$ cat src/rtl/core/fsx_pkg.sv
// Shared types and constants for the Forth stack executor.
// Used by the controller, the datapath, the divider and the top level.
`timescale 1ns / 1ps

package fsx_pkg;

  localparam int STACK_DEPTH = 32;
  localparam int DEPTH_W     = $clog2(STACK_DEPTH + 1);
  localparam int ADDR_W      = (STACK_DEPTH > 1) ? $clog2(STACK_DEPTH) : 1;
  localparam int DATA_W      = 32;
  localparam int LIT_W       = 31;
  localparam int FUNC_W      = 4;
  localparam int KIND_W      = 3;
  localparam int ERR_W       = 2;
  localparam int CNT_W       = $clog2(DATA_W + 1);

  localparam int IN_BITS     = FUNC_W + LIT_W;
  localparam int S_TDATA_W   = ((IN_BITS + 7) / 8) * 8;
  localparam int OUT_BITS    = DATA_W + ERR_W + 1;
  localparam int M_TDATA_W   = ((OUT_BITS + 7) / 8) * 8;

  typedef enum logic [FUNC_W-1:0] {
    FN_PUSH  = 4'd0,
    FN_ADD   = 4'd1,
    FN_SUB   = 4'd2,
    FN_MUL   = 4'd3,
    FN_DIV   = 4'd4,
    FN_DUP   = 4'd5,
    FN_EMIT  = 4'd6,
    FN_PRINT = 4'd7,
    FN_LIST  = 4'd8,
    FN_EXIT  = 4'd9
  } func_e;

  typedef enum logic [KIND_W-1:0] {
    KD_ACK   = 3'd0,
    KD_CHAR  = 3'd1,
    KD_NUM   = 3'd2,
    KD_ENTRY = 3'd3,
    KD_EMPTY = 3'd4
  } kind_e;

  typedef enum logic [ERR_W-1:0] {
    ER_NONE  = 2'd0,
    ER_UNDER = 2'd1,
    ER_OVER  = 2'd2,
    ER_DIV0  = 2'd3
  } err_e;

  // Read address source for the stack memory.
  typedef enum logic [1:0] {
    RD_TOP  = 2'd0,
    RD_SEC  = 2'd1,
    RD_LIST = 2'd2
  } rd_sel_e;

  // Write data source for the stack memory.
  typedef enum logic [1:0] {
    WR_LIT  = 2'd0,
    WR_COPY = 2'd1,
    WR_ALU  = 2'd2,
    WR_QUOT = 2'd3
  } wr_sel_e;

  typedef struct packed {
    logic    in_load;
    logic    rd_en;
    rd_sel_e rd_sel;
    logic    b_load;
    logic    wr_en;
    wr_sel_e wr_sel;
    logic    depth_inc;
    logic    depth_dec;
    logic    halt_set;
    logic    div_start;
    logic    idx_clr;
    logic    idx_inc;
    logic    out_load;
    kind_e   out_kind;
    err_e    out_err;
  } cmd_t;

  typedef struct packed {
    func_e func;
    logic  halted;
    logic  depth_zero;
    logic  depth_lt2;
    logic  depth_full;
    logic  b_zero;
    logic  div_done;
    logic  out_free;
    logic  list_last;
  } sts_t;

endpackage

$ cat src/rtl/core/fsx_div.sv
// Iterative signed 32-bit divider, one quotient bit per cycle, truncating.
// Depends on fsx_pkg for widths.
`timescale 1ns / 1ps

module fsx_div (
  input  logic                      clk_i,
  input  logic                      rst_ni,
  input  logic                      start_i,
  input  logic [fsx_pkg::DATA_W-1:0] dividend_i,
  input  logic [fsx_pkg::DATA_W-1:0] divisor_i,
  output logic                      done_o,
  output logic [fsx_pkg::DATA_W-1:0] quotient_o
);

  logic                       busy_q, busy_d;
  logic                       done_q, done_d;
  logic [fsx_pkg::CNT_W-1:0]  cnt_q, cnt_d;
  logic [fsx_pkg::DATA_W-1:0] rem_q, rem_d;
  logic [fsx_pkg::DATA_W-1:0] quo_q, quo_d;
  logic [fsx_pkg::DATA_W-1:0] dvs_q, dvs_d;
  logic                       neg_q, neg_d;
  logic [fsx_pkg::DATA_W:0]   shifted;
  logic [fsx_pkg::DATA_W+1:0] diff;

  assign shifted = {rem_q, quo_q[fsx_pkg::DATA_W-1]};
  assign diff    = {1'b0, shifted} - {2'b00, dvs_q};

  always_comb begin
    busy_d = busy_q;
    done_d = 1'b0;
    cnt_d  = cnt_q;
    rem_d  = rem_q;
    quo_d  = quo_q;
    dvs_d  = dvs_q;
    neg_d  = neg_q;
    if (start_i) begin
      busy_d = 1'b1;
      cnt_d  = fsx_pkg::CNT_W'(fsx_pkg::DATA_W);
      rem_d  = '0;
      quo_d  = dividend_i[fsx_pkg::DATA_W-1] ?
               (~dividend_i + fsx_pkg::DATA_W'(1)) : dividend_i;
      dvs_d  = divisor_i[fsx_pkg::DATA_W-1] ?
               (~divisor_i + fsx_pkg::DATA_W'(1)) : divisor_i;
      neg_d  = dividend_i[fsx_pkg::DATA_W-1] ^ divisor_i[fsx_pkg::DATA_W-1];
    end else if (busy_q) begin
      if (!diff[fsx_pkg::DATA_W+1]) begin
        rem_d = diff[fsx_pkg::DATA_W-1:0];
        quo_d = {quo_q[fsx_pkg::DATA_W-2:0], 1'b1};
      end else begin
        rem_d = shifted[fsx_pkg::DATA_W-1:0];
        quo_d = {quo_q[fsx_pkg::DATA_W-2:0], 1'b0};
      end
      cnt_d = cnt_q - fsx_pkg::CNT_W'(1);
      if (cnt_q == fsx_pkg::CNT_W'(1)) begin
        busy_d = 1'b0;
        done_d = 1'b1;
      end
    end
  end

  always_ff @(posedge clk_i or negedge rst_ni) begin
    if (!rst_ni) begin
      busy_q <= 1'b0;
      done_q <= 1'b0;
      cnt_q  <= '0;
    end else begin
      busy_q <= busy_d;
      done_q <= done_d;
      cnt_q  <= cnt_d;
    end
  end

  always_ff @(posedge clk_i) begin
    rem_q <= rem_d;
    quo_q <= quo_d;
    dvs_q <= dvs_d;
    neg_q <= neg_d;
  end

  assign done_o     = done_q;
  assign quotient_o = neg_q ? (~quo_q + fsx_pkg::DATA_W'(1)) : quo_q;

endmodule

$ cat src/rtl/core/fsx_ctrl.sv
// Controller state machine of the Forth stack executor.
// Depends on fsx_pkg for the command and status structs.
`timescale 1ns / 1ps

module fsx_ctrl (
  input  logic          clk_i,
  input  logic          rst_ni,
  input  logic          in_valid_i,
  output logic          in_ready_o,
  input  fsx_pkg::sts_t sts_i,
  output fsx_pkg::cmd_t cmd_o
);

  typedef enum logic [7:0] {
    ST_IDLE     = 8'b0000_0001,
    ST_DECODE   = 8'b0000_0010,
    ST_READ_B   = 8'b0000_0100,
    ST_READ_A   = 8'b0000_1000,
    ST_DIV      = 8'b0001_0000,
    ST_RESP     = 8'b0010_0000,
    ST_LIST_RD  = 8'b0100_0000,
    ST_LIST_OUT = 8'b1000_0000
  } state_e;

  state_e                state_q, state_d;
  fsx_pkg::kind_e        kind_q, kind_d;
  fsx_pkg::err_e         err_q, err_d;

  always_comb begin
    state_d = state_q;
    kind_d  = kind_q;
    err_d   = err_q;
    cmd_o   = '0;
    case (state_q)
      ST_IDLE: begin
        if (in_valid_i) begin
          cmd_o.in_load = 1'b1;
          state_d       = ST_DECODE;
        end
      end
      ST_DECODE: begin
        kind_d  = fsx_pkg::KD_ACK;
        err_d   = fsx_pkg::ER_NONE;
        state_d = ST_RESP;
        if (!sts_i.halted) begin
          case (sts_i.func)
            fsx_pkg::FN_PUSH: begin
              if (sts_i.depth_full) begin
                err_d = fsx_pkg::ER_OVER;
              end else begin
                cmd_o.wr_en     = 1'b1;
                cmd_o.wr_sel    = fsx_pkg::WR_LIT;
                cmd_o.depth_inc = 1'b1;
              end
            end
            fsx_pkg::FN_ADD, fsx_pkg::FN_SUB, fsx_pkg::FN_MUL, fsx_pkg::FN_DIV: begin
              if (sts_i.depth_lt2) begin
                err_d = fsx_pkg::ER_UNDER;
              end else begin
                cmd_o.rd_en  = 1'b1;
                cmd_o.rd_sel = fsx_pkg::RD_TOP;
                state_d      = ST_READ_B;
              end
            end
            fsx_pkg::FN_DUP: begin
              if (sts_i.depth_zero) begin
                err_d = fsx_pkg::ER_UNDER;
              end else if (sts_i.depth_full) begin
                err_d = fsx_pkg::ER_OVER;
              end else begin
                cmd_o.rd_en  = 1'b1;
                cmd_o.rd_sel = fsx_pkg::RD_TOP;
                state_d      = ST_READ_B;
              end
            end
            fsx_pkg::FN_EMIT, fsx_pkg::FN_PRINT: begin
              if (sts_i.depth_zero) begin
                err_d = fsx_pkg::ER_UNDER;
              end else begin
                cmd_o.rd_en  = 1'b1;
                cmd_o.rd_sel = fsx_pkg::RD_TOP;
                state_d      = ST_READ_B;
              end
            end
            fsx_pkg::FN_LIST: begin
              if (sts_i.depth_zero) begin
                kind_d = fsx_pkg::KD_EMPTY;
              end else begin
                cmd_o.idx_clr = 1'b1;
                state_d       = ST_LIST_RD;
              end
            end
            fsx_pkg::FN_EXIT: begin
              cmd_o.halt_set = 1'b1;
            end
            default: begin
            end
          endcase
        end
      end
      ST_READ_B: begin
        // The top entry is on the read port now.
        cmd_o.b_load = 1'b1;
        state_d      = ST_RESP;
        case (sts_i.func)
          fsx_pkg::FN_DUP: begin
            cmd_o.wr_en     = 1'b1;
            cmd_o.wr_sel    = fsx_pkg::WR_COPY;
            cmd_o.depth_inc = 1'b1;
          end
          fsx_pkg::FN_EMIT: begin
            cmd_o.depth_dec = 1'b1;
            kind_d          = fsx_pkg::KD_CHAR;
          end
          fsx_pkg::FN_PRINT: begin
            cmd_o.depth_dec = 1'b1;
            kind_d          = fsx_pkg::KD_NUM;
          end
          default: begin
            cmd_o.rd_en  = 1'b1;
            cmd_o.rd_sel = fsx_pkg::RD_SEC;
            state_d      = ST_READ_A;
          end
        endcase
      end
      ST_READ_A: begin
        state_d = ST_RESP;
        if (sts_i.func == fsx_pkg::FN_DIV) begin
          if (sts_i.b_zero) begin
            err_d = fsx_pkg::ER_DIV0;
          end else begin
            cmd_o.div_start = 1'b1;
            state_d         = ST_DIV;
          end
        end else begin
          cmd_o.wr_en     = 1'b1;
          cmd_o.wr_sel    = fsx_pkg::WR_ALU;
          cmd_o.depth_dec = 1'b1;
        end
      end
      ST_DIV: begin
        if (sts_i.div_done) begin
          cmd_o.wr_en     = 1'b1;
          cmd_o.wr_sel    = fsx_pkg::WR_QUOT;
          cmd_o.depth_dec = 1'b1;
          state_d         = ST_RESP;
        end
      end
      ST_RESP: begin
        cmd_o.out_kind = kind_q;
        cmd_o.out_err  = err_q;
        if (sts_i.out_free) begin
          cmd_o.out_load = 1'b1;
          state_d        = ST_IDLE;
        end
      end
      ST_LIST_RD: begin
        cmd_o.rd_en  = 1'b1;
        cmd_o.rd_sel = fsx_pkg::RD_LIST;
        state_d      = ST_LIST_OUT;
      end
      ST_LIST_OUT: begin
        cmd_o.out_kind = fsx_pkg::KD_ENTRY;
        cmd_o.out_err  = fsx_pkg::ER_NONE;
        if (sts_i.out_free) begin
          cmd_o.out_load = 1'b1;
          if (sts_i.list_last) begin
            state_d = ST_IDLE;
          end else begin
            cmd_o.idx_inc = 1'b1;
            state_d       = ST_LIST_RD;
          end
        end
      end
      default: begin
        state_d = ST_IDLE;
      end
    endcase
  end

  always_ff @(posedge clk_i or negedge rst_ni) begin
    if (!rst_ni) begin
      state_q <= ST_IDLE;
      kind_q  <= fsx_pkg::KD_ACK;
      err_q   <= fsx_pkg::ER_NONE;
    end else begin
      state_q <= state_d;
      kind_q  <= kind_d;
      err_q   <= err_d;
    end
  end

  assign in_ready_o = (state_q == ST_IDLE);

endmodule

$ cat src/rtl/core/fsx_dp.sv
// Datapath of the Forth stack executor: stack memory, depth and halt state,
// operand register, arithmetic, divider and the output register.
// Depends on fsx_pkg and fsx_div.
`timescale 1ns / 1ps

module fsx_dp (
  input  logic                          clk_i,
  input  logic                          rst_ni,
  input  logic [fsx_pkg::S_TDATA_W-1:0] in_data_i,
  input  fsx_pkg::cmd_t                 cmd_i,
  output fsx_pkg::sts_t                 sts_o,
  output logic                          out_valid_o,
  input  logic                          out_ready_i,
  output logic [fsx_pkg::M_TDATA_W-1:0] out_data_o,
  output logic [fsx_pkg::KIND_W-1:0]    out_user_o,
  output logic                          out_last_o
);

  localparam int DW = fsx_pkg::DATA_W;
  localparam int AW = fsx_pkg::ADDR_W;
  localparam int PW = fsx_pkg::DEPTH_W;

  logic [DW-1:0]              mem [fsx_pkg::STACK_DEPTH];
  logic [DW-1:0]              rdata_q;
  logic [fsx_pkg::FUNC_W-1:0] func_q;
  logic [fsx_pkg::LIT_W-1:0]  lit_q;
  logic [PW-1:0]              depth_q, depth_d;
  logic                       halt_q, halt_d;
  logic [DW-1:0]              b_q;
  logic [AW-1:0]              idx_q;
  logic [PW-1:0]              depth_m1, depth_m2;
  logic [AW-1:0]              rd_addr, wr_addr;
  logic [DW-1:0]              wr_data, alu_res, div_quot, out_value;
  logic                       div_done;
  logic                       out_free, list_last;
  logic                       m_valid_q, m_valid_d;
  logic [fsx_pkg::KIND_W-1:0] m_kind_q;
  logic [DW-1:0]              m_value_q;
  logic [fsx_pkg::ERR_W-1:0]  m_err_q;
  logic                       m_halt_q, m_last_q;

  assign depth_m1  = depth_q - PW'(1);
  assign depth_m2  = depth_q - PW'(2);
  assign list_last = (PW'(idx_q) + PW'(1)) == depth_q;
  assign out_free  = !m_valid_q || out_ready_i;

  always_comb begin
    case (cmd_i.rd_sel)
      fsx_pkg::RD_TOP:  rd_addr = depth_m1[AW-1:0];
      fsx_pkg::RD_SEC:  rd_addr = depth_m2[AW-1:0];
      fsx_pkg::RD_LIST: rd_addr = idx_q;
      default:          rd_addr = depth_m1[AW-1:0];
    endcase
  end

  // Operand a is the second entry, on the read port; operand b is the top.
  always_comb begin
    case (fsx_pkg::func_e'(func_q))
      fsx_pkg::FN_ADD: alu_res = rdata_q + b_q;
      fsx_pkg::FN_SUB: alu_res = rdata_q - b_q;
      default:         alu_res = rdata_q * b_q;
    endcase
  end

  always_comb begin
    case (cmd_i.wr_sel)
      fsx_pkg::WR_LIT: begin
        wr_addr = depth_q[AW-1:0];
        wr_data = {1'b0, lit_q};
      end
      fsx_pkg::WR_COPY: begin
        wr_addr = depth_q[AW-1:0];
        wr_data = rdata_q;
      end
      fsx_pkg::WR_ALU: begin
        wr_addr = depth_m2[AW-1:0];
        wr_data = alu_res;
      end
      fsx_pkg::WR_QUOT: begin
        wr_addr = depth_m2[AW-1:0];
        wr_data = div_quot;
      end
      default: begin
        wr_addr = depth_q[AW-1:0];
        wr_data = rdata_q;
      end
    endcase
  end

  always_comb begin
    case (cmd_i.out_kind)
      fsx_pkg::KD_CHAR:  out_value = {{(DW-8){1'b0}}, b_q[7:0]};
      fsx_pkg::KD_NUM:   out_value = b_q;
      fsx_pkg::KD_ENTRY: out_value = rdata_q;
      default:           out_value = '0;
    endcase
  end

  fsx_div u_div (
    .clk_i      (clk_i),
    .rst_ni     (rst_ni),
    .start_i    (cmd_i.div_start),
    .dividend_i (rdata_q),
    .divisor_i  (b_q),
    .done_o     (div_done),
    .quotient_o (div_quot)
  );

  // Stack memory: one write port, one registered read port.
  always_ff @(posedge clk_i) begin
    if (cmd_i.wr_en) begin
      mem[wr_addr] <= wr_data;
    end
    if (cmd_i.rd_en) begin
      rdata_q <= mem[rd_addr];
    end
  end

  always_comb begin
    depth_d = depth_q;
    if (cmd_i.depth_inc) begin
      depth_d = depth_q + PW'(1);
    end else if (cmd_i.depth_dec) begin
      depth_d = depth_m1;
    end
    halt_d    = halt_q | cmd_i.halt_set;
    m_valid_d = m_valid_q;
    if (cmd_i.out_load) begin
      m_valid_d = 1'b1;
    end else if (out_ready_i) begin
      m_valid_d = 1'b0;
    end
  end

  always_ff @(posedge clk_i or negedge rst_ni) begin
    if (!rst_ni) begin
      depth_q   <= '0;
      halt_q    <= 1'b0;
      m_valid_q <= 1'b0;
    end else begin
      depth_q   <= depth_d;
      halt_q    <= halt_d;
      m_valid_q <= m_valid_d;
    end
  end

  always_ff @(posedge clk_i) begin
    if (cmd_i.in_load) begin
      func_q <= in_data_i[fsx_pkg::FUNC_W-1:0];
      lit_q  <= in_data_i[fsx_pkg::IN_BITS-1:fsx_pkg::FUNC_W];
    end
    if (cmd_i.b_load) begin
      b_q <= rdata_q;
    end
    if (cmd_i.idx_clr) begin
      idx_q <= '0;
    end else if (cmd_i.idx_inc) begin
      idx_q <= idx_q + AW'(1);
    end
    if (cmd_i.out_load) begin
      m_kind_q  <= cmd_i.out_kind;
      m_value_q <= out_value;
      m_err_q   <= cmd_i.out_err;
      m_halt_q  <= halt_q;
      m_last_q  <= (cmd_i.out_kind == fsx_pkg::KD_ENTRY) ? list_last : 1'b1;
    end
  end

  always_comb begin
    sts_o            = '0;
    sts_o.func       = fsx_pkg::func_e'(func_q);
    sts_o.halted     = halt_q;
    sts_o.depth_zero = (depth_q == '0);
    sts_o.depth_lt2  = (depth_q < PW'(2));
    sts_o.depth_full = (depth_q >= PW'(fsx_pkg::STACK_DEPTH));
    sts_o.b_zero     = (b_q == '0);
    sts_o.div_done   = div_done;
    sts_o.out_free   = out_free;
    sts_o.list_last  = list_last;
  end

  assign out_valid_o = m_valid_q;
  assign out_data_o  = fsx_pkg::M_TDATA_W'({m_halt_q, m_err_q, m_value_q});
  assign out_user_o  = m_kind_q;
  assign out_last_o  = m_last_q;

endmodule

$ cat src/rtl/core/forth_stack_executor_top.sv
// Top level of the Forth stack executor: controller plus datapath.
// Depends on fsx_pkg, fsx_ctrl and fsx_dp (which holds fsx_div).
`timescale 1ns / 1ps

// Channel   Direction  Contents
// s_axis    in         tdata: func[3:0], literal[34:4], zero padding to 40 bits
// m_axis    out        tdata: value[31:0], error_code[33:32], halted[34], padding;
//                      tuser: kind; tlast: last result of the request
//
// Push, exit, halted requests, undefined codes and stack errors found at decode
// go from decode straight to the response; dup, emit and print first read the
// top entry; add, subtract, multiply and a divide by zero read both operands,
// one at a time, because each needs a read of the single memory read port.
// Divide then runs the divider, one quotient bit per cycle. List stack does one
// read and one output load per entry.
// Reset clears depth, halt, the controller and the output valid; the stack
// memory holds no reset value. A stalled output holds the controller in its
// output state, and a new request is taken only when the controller is idle.

module forth_stack_executor_top (
  input  logic                          clk_i,
  input  logic                          rst_ni,
  input  logic                          s_axis_tvalid_i,
  output logic                          s_axis_tready_o,
  // func (4), literal (31), from bit 0 up
  input  logic [fsx_pkg::S_TDATA_W-1:0] s_axis_tdata_i,
  output logic                          m_axis_tvalid_o,
  input  logic                          m_axis_tready_i,
  // value (32), error_code (2), halted (1), from bit 0 up
  output logic [fsx_pkg::M_TDATA_W-1:0] m_axis_tdata_o,
  // kind (3)
  output logic [fsx_pkg::KIND_W-1:0]    m_axis_tuser_o,
  output logic                          m_axis_tlast_o
);

  fsx_pkg::cmd_t cmd;
  fsx_pkg::sts_t sts;

  // The controller sequences each request through the memory reads, the
  // arithmetic unit or divider that it needs, and finally the output register.
  fsx_ctrl u_ctrl (
    .clk_i      (clk_i),
    .rst_ni     (rst_ni),
    .in_valid_i (s_axis_tvalid_i),
    .in_ready_o (s_axis_tready_o),
    .sts_i      (sts),
    .cmd_o      (cmd)
  );

  // The datapath owns all stack state and the registered output stage.
  fsx_dp u_dp (
    .clk_i       (clk_i),
    .rst_ni      (rst_ni),
    .in_data_i   (s_axis_tdata_i),
    .cmd_i       (cmd),
    .sts_o       (sts),
    .out_valid_o (m_axis_tvalid_o),
    .out_ready_i (m_axis_tready_i),
    .out_data_o  (m_axis_tdata_o),
    .out_user_o  (m_axis_tuser_o),
    .out_last_o  (m_axis_tlast_o)
  );

`ifndef ASSERT_OFF
  // Only stack listings spread over several results.
  a_tlast_only_listing: assert property (@(posedge clk_i) disable iff (!rst_ni)
    (m_axis_tvalid_o && !m_axis_tlast_o) |-> (m_axis_tuser_o == fsx_pkg::KD_ENTRY))
    else $error("non-final result outside a stack listing");

  // Once exit has run, the block stays halted until reset.
  a_halt_sticky: assert property (@(posedge clk_i) disable iff (!rst_ni)
    sts.halted |=> sts.halted)
    else $error("halt flag dropped");

  // The output register is never overwritten while its result is still pending.
  a_no_overwrite: assert property (@(posedge clk_i) disable iff (!rst_ni)
    cmd.out_load |-> (!m_axis_tvalid_o || m_axis_tready_i))
    else $error("output register overwritten");

  // Acknowledge and empty-listing results carry a zero value.
  a_zero_value: assert property (@(posedge clk_i) disable iff (!rst_ni)
    (m_axis_tvalid_o && (m_axis_tuser_o == fsx_pkg::KD_ACK ||
                         m_axis_tuser_o == fsx_pkg::KD_EMPTY))
    |-> (m_axis_tdata_o[fsx_pkg::DATA_W-1:0] == '0))
    else $error("nonzero value on a result without data");
`endif

endmodule
$ cat config.mk
export PLATFORM = sky130hd
export DESIGN_NAME = forth_stack_executor_top
export DESIGN_NICKNAME = d
export VERILOG_FILES = /design/src/rtl/core/fsx_pkg.sv /design/src/rtl/core/fsx_div.sv /design/src/rtl/core/fsx_ctrl.sv /design/src/rtl/core/fsx_dp.sv /design/src/rtl/core/forth_stack_executor_top.sv
export SDC_FILE = /design/constraint.sdc
export NUM_CORES = 2
export LEC_CHECK = 0
export ABC_AREA = 0
export ABC_CLOCK_PERIOD_IN_PS = 20000
export BUFFER_PORTS_ARGS = -buffer_cell sky130_fd_sc_hd__buf_2
export CAP_MARGIN = 20
export CORE_UTILIZATION = 59
export CTS_BUF_LIST = sky130_fd_sc_hd__clkbuf_16
export DETAILED_ROUTE_END_ITERATION = 10
export HOLD_SLACK_MARGIN = 0.03
export PLACE_DENSITY_LB_ADDON = 0.15
export SYNTH_ARGS = -nofsm -noshare
export SYNTH_HDL_FRONTEND = slang
export SYNTH_SLANG_ARGS = --single-unit
$ cat constraint.sdc
create_clock -name clk_i -period 20 [get_ports clk_i]
set_clock_uncertainty 0.15 [all_clocks]
set_input_delay 3 -clock clk_i [delete_from_list [all_inputs] [get_ports clk_i]]
set_output_delay 3 -clock clk_i [all_outputs]
set_load 0.01 [all_outputs]
=== Yosys cells after proc, flatten, opt, wreduce, memory -nomap -nowiden ===
Memory sizes are Yosys's and may differ from the RTL's. A register that Yosys moved wholly into a read port is not among the register bits.
Index checks and enable logic that the tools add are counted.

* Register bits: 237
* Bits in writable memories: 1024
* Input port bits: 44
* Logic and storage cells: 191
* Memories: 1

{| class="wikitable"
|+ Memories
! memory !! words !! width !! read ports !! clocked after memory_dff !! wr ports !! RTL line !! source
|-
| u_dp.mem || 32 || 32 || 1 || 1 || 1 || fsx_dp.sv:23 || <nowiki>logic [DW-1:0] mem [fsx_pkg::STACK_DEPTH];</nowiki>
|}

* Add/sub/neg operators: 12
* $mul: 1
* Order comparisons: 2
* Eq/ne operators: 34
* Multiplexer cells: 94
* Bitwise operators: 5
* Reductions and logical operators: 19

{| class="wikitable"
|+ Operator list
! kind !! number
|-
| 2-to-1 mux 32 bit || 5
|-
| one-hot mux 32 bit (4 select lines) || 1
|-
| adder 32 x 1 -> 32 bit, second input constant || 3
|-
| inverter 32 bit || 3
|-
| one-hot mux 32 bit (3 select lines) || 1
|-
| one-hot mux 32 bit (2 select lines) || 1
|-
| one-hot mux 8 bit (8 select lines) || 1
|-
| 2-to-1 mux 8 bit || 7
|-
| 2-to-1 mux 6 bit || 9
|-
| subtractor 33 x 32 -> 34 bit || 1
|-
| 2-to-1 mux 3 bit || 11
|-
| adder 32 bit || 1
|-
| logical NOT 32 bit || 1
|-
| multiplier 32 x 32 -> 32 bit || 1
|-
| 2-to-1 mux 1 bit || 32
|-
| one-hot mux 8 bit (4 select lines) || 1
|-
| subtractor 32 bit || 1
|-
| 2-to-1 mux 31 bit || 1
|-
| one-hot mux 5 bit (2 select lines) || 2
|-
| one-hot mux 3 bit (3 select lines) || 2
|-
| equality test 4 x 3 -> 1 bit, second input constant || 4
|-
| 2-to-1 mux 4 bit || 4
|-
| 2-to-1 mux 7 bit || 2
|-
| 2-to-1 mux 2 bit || 6
|-
| 48 further kinds || 66
|}

=== Longest topological paths before layout ===
* Word-level depth: 8
* Mapped depth: 27
* Depth with buffers taken out: 25

=== Modules after synthesis ===
From an unflattened synthesis, not the netlist that was laid out.

* Cells, all modules: 5521
* Area total of the unflattened synthesis: 73026.3 sq um

{| class="wikitable"
|+ By module, submodules not included
! module !! times used !! cells each !! area an instance (sq um) !! sequential area each (sq um)
|-
| fsx_dp || 1 || 4451 || 63928.8 || 35193.8
|-
| fsx_div || 1 || 924 || 7978.9 || 2792.7
|-
| fsx_ctrl || 1 || 146 || 1118.6 || 326.6
|}

=== Least setup slack after synthesis ===
No wires, ideal clock.

* Path type: flip-flop to flip-flop
* Start: register u_dp.rdata_q[11] (read register of u_dp.mem)
* End: memory u_dp.mem[0][31] in the netlist's numbering (data pin)
* Library setup time: 377 ps
* Arrival time: 7730 ps
* Setup slack: 11744 ps
* Cell stages (with the launch flop): 26
* Clock period less this slack: 8256 ps
* Cell sequence: edfxtp_1 clkbuf_1 clkbuf_1 and2_1 fa_1 fa_1 fa_1 inv_1 fa_1 inv_1 fa_1 inv_1 fa_1 inv_1 fa_1 fa_1 ha_1 a21o_1 a21oi_1 o21ai_0 a211oi_1 a21oi_1 a311o_1 a21oi_1 xnor2_1 o211ai_1

* Longest elaborated chain between the ends: 3

{| class="wikitable"
|+ RTL lines
! item !! RTL line !! source
|-
| start, declared || fsx_dp.sv:24 || <nowiki>logic [DW-1:0] rdata_q;</nowiki>
|-
| multiplier 32 x 32 -> 32 bit, or another cell as far along || fsx_dp.sv:61 || <nowiki>default: alu_res = rdata_q * b_q;</nowiki>
|-
| one-hot mux 32 bit (2 select lines) * || fsx_dp.sv:58 || <nowiki>case (fsx_pkg::func_e'(func_q))</nowiki>
|-
| one-hot mux 32 bit (4 select lines) * || fsx_dp.sv:66 || <nowiki>case (cmd_i.wr_sel)</nowiki>
|-
| net u_dp.wr_data[31] || fsx_dp.sv:33 || <nowiki>logic [DW-1:0] wr_data, alu_res, div_quot, out_value;</nowiki>
|-
| end, declared || fsx_dp.sv:23 ||
|}

Mark *: on every way through the listed nets, which the timed path passes. The rest lies on a longest branch.

=== Worst setup path in the final report ===
* Start: register u_dp.b_q[2]
* End: memory u_dp.mem[11][22] in the netlist's numbering (data pin)

* Longest elaborated chain between the ends: 3

{| class="wikitable"
|+ RTL lines
! item !! RTL line !! source
|-
| start, declared || fsx_dp.sv:29 || <nowiki>logic [DW-1:0] b_q;</nowiki>
|-
| start signal, assigned || fsx_dp.sv:153 || <nowiki>b_q <= rdata_q;</nowiki>
|-
| multiplier 32 x 32 -> 32 bit, or another cell as far along || fsx_dp.sv:61 ||
|-
| one-hot mux 32 bit (2 select lines) * || fsx_dp.sv:58 ||
|-
| one-hot mux 32 bit (4 select lines) * || fsx_dp.sv:66 ||
|-
| net u_dp.wr_data[22] || fsx_dp.sv:33 ||
|}

Marked as above.

==> summary.md <==
| Metric | Value |
|---|---|
| Vias | `44400` |
| CTS root buffer | `clkbuf_16` |
| RSZ-0062 raised after global routing | `no` |
| GRT Overall Usage | `0.316` |
| Initial antenna violation count | `6` |
| Total Neg Setup Slack | `0 ps` |
| CTS max path bufs | `3` |
| Fin crit period | `8950 ps` |
| Seq. cell area | `0.0383 mm²` |
| Syn Area/Cell | `13.6 µm²` |
| I/O Buffers | `79` |
| Final ANT Viol Nets | `0` |
| Worst setup EP type | `flop` |
| Pin count of the biggest net entering global routing | `137` |
| Period utilization | `0.448` |
| Most used cell, CP | `fa_1` |
| Mapped Cells | `5335` |
| Nets@finish | `6027` |
| Area of the multi-input gates | `0.0317 mm²` |
| Critical path's slowest cell | `o21a_1` |
| Post-CTS Hold Fix Bufs | `0` |
| CP startpoint kind | `flop` |
| First-pass GRT wire length | `288000 µm` |
| Wirelength per Cell | `27.2 µm` |
| Htree depth | `4` |
| HPWL after DPL | `118000 µm` |
| Maxcap violations | `0` |
| Number of buffers created by CTS | `134` |
| Crit path cell chain | `buf_4 > and2_1 > fa_1 > inv_1 > fa_1 > fa_1 > fa_1 > inv_1 > fa_1 > inv_1 > fa_1 > inv_1 > fa_1 > fa_1 > ha_1 > a21o_1 > a21oi_1 > nand2_1 > nor2_1 > nand3_1 > a31oi_1 > xor2_1 > o221ai_1 > o21a_1` |
| Netlist cell types | `89` |
| Clk slew on worst S/H paths | `60 ps` |
| Most used DFF post-synth | `edfxtp_1` |
| Final Util | `0.654` |
| Final hold vios | `0` |
| Synthesis-to-finish area growth | `9.71%` |
| Drt first-iter violations | `4473` |
| Drc violations | `0` |
| PostCTS Resize Cnt | `0` |
| Yosys Warn Count | `0` |
| Clk Latency, worst-skew pair | `800 ps` |
| Status | `completed` |
| Yosys reg bits | `1293` |
| Clk sinks | `1293` |
| Total die area | `0.125 mm²` |
| Grt ovf | `0` |
| Finished Cell Area | `0.0797 mm²` |
| Final Max Tran Viols | `0` |
| Slew @ Worst Pin | `1160 ps` |
| Critical Path RT | `20270 ps` |
| # rows | `128` |
| Initial Util | `0.596` |
| Pre-antenna DRT Iters | `6` |
| Critical path peak fanout | `32` |
| Post-synthesis async set-or-reset flop share | `0.0224` |
| Layout cells sized above 1 | `0.151` |
| Relative slew margins | `0.227` |
| Core Footprint | `0.122 mm²` |
| Post-DP Area | `0.0753 mm²` |
| Seq/Total Area, Yosys | `0.527` |
| Placer Congestion | `0.979` |
| Worst EP arrival | `9220 ps` |
| Number of global-route vias before repair | `45300` |
| Crit Path Class | `reg -> reg` |
| Largest stage delay, worst path | `930 ps` |
| IO Count | `90` |
| Wirelength, routed | `193000 µm` |
| Die H | `353 µm` |
| Reg2reg setup slack | `11050 ps` |
| CTS tree | `done` |
| HP Class | `reg -> reg` |
| Setup Fix Bufs, Post-CTS | `0` |
| Syn Std Cell Area | `0.0726 mm²` |
| Number of synthesized flops with an enable pin | `1227` |
| Die Wd | `353 µm` |
| Via/cell ratio | `6.25` |
| Setup Viol. Count Final | `0` |
| Highest Clock Rate | `0.112 GHz` |
| Fillcell total | `8755` |
-- worst max-delay path: cells and delay by family (launching register included) --
family	cells	cell delay [ps]
xor+xnor	1	160
flops	1	480
fa+ha+maj	9	4360
compound gates	5	2340
simple gates	4	550
buf+inv	5	500
-- per-layer routing --
metal / share of wire / GRT usage / routed length (µm)
met5: 0.000078 / 0 / 15
met4: 0.043 / 0.138 / 8290
met3: 0.076 / 0.0450 / 14700
met2: 0.50 / 0.528 / 95800
met1: 0.38 / 0.414 / 74200
-- flip-flops by register name, summed over array words and instances, names as in the netlist, 2 cells and up --
register          count
u_ctrl.err_q          2
u_ctrl.kind_q         3
u_ctrl.state_q        8
u_dp.b_q             32
u_dp.depth_q          6
u_dp.func_q           4
u_dp.idx_q            5
u_dp.lit_q           31
u_dp.m_err_q          2
u_dp.m_value_q       32
u_dp.mem           1024
u_dp.out_user_o       3
u_dp.rdata_q         32
u_dp.u_div.cnt_q      6
u_dp.u_div.dvs_q     32
u_dp.u_div.quo_q     32
u_dp.u_div.rem_q     32
-- placed cells by master, fill, tap and decap left out, types with 126 or more instances in the layout --
cell / count
nor2_1: 150
ha_1: 200
a21oi_1: 126
mux4_2: 256
and2_1: 316
buf_4: 129
edfxtp_1: 1227
clkbuf_16: 136
xnor2_1: 151
inv_1: 486
nand2_1: 474
fa_1: 410
o21ai_0: 230
-- layout make-up --
type / instances / area share
sequential: 1293 / 0.481
timing repair buffer: 219 / 0.0200
antenna: 3 / 0.0000942
inverter: 465 / 0.0219
clock buffer: 136 / 0.0427
multi-input combinational: 3260 / 0.398
tap: 1625 / 0.0255
clock inverter: 101 / 0.0115
-- final timing paths --
path	from	endpoint	cells past startpoint
setup reg to reg	u_dp.b_q[2]	u_dp.mem[11][22]	24
hold / removal	u_dp.b_q[0]	u_dp.u_div.dvs_q[0]	0
hold reg to reg	u_dp.b_q[0]	u_dp.u_div.dvs_q[0]	0
max in group asynchronous	rst_ni	u_dp.u_div.busy_q	1
setup / recovery	u_dp.b_q[2]	u_dp.mem[11][22]	24
min in group asynchronous	rst_ni	u_ctrl.state_q[3]	1
-- per-stage QoR --
step                hold slack, ps  std cells  worst slack (ps)
floorplan                      274       5339             11740
global placement               323       6853             11110
detailed placement             338       6857             11160
CTS                            330       7094             11150
global route                   338       7099             10760
finish                         343       7102             11050
-- synth_stat cells, drive strengths merged, types with 79 or more instances --
cell type / number / area share
xor2: 110 / 0.013
a21oi: 132 / 0.0091
buf: 79 / 0.0057
mux4: 256 / 0.079
ha: 200 / 0.034
mux2i: 102 / 0.014
nor2: 187 / 0.0097
edfxtp: 1227 / 0.51
and2: 318 / 0.027
xnor2: 151 / 0.018
clkbuf: 242 / 0.013
fa: 410 / 0.11
o21ai: 247 / 0.017
inv: 465 / 0.024
nand2: 475 / 0.025
-- kinds of logic (layout without fill, tap and decap cells) --
logic type | Yosys count | in the layout | synth area share
flops | 1293 | 1293 | 0.527
simple gates | 1243 | 1243 | 0.0847
buf+inv | 786 | 921 | 0.0423
compound gates | 714 | 714 | 0.0625
fa+ha+maj | 610 | 610 | 0.147
mux | 427 | 427 | 0.104
xor+xnor | 261 | 261 | 0.0315
other cells | 1 | 8 | 0.0000516
Power is not shown: default switching activity piles up to over one toggle a cycle in this logic, so the estimate is an artifact.
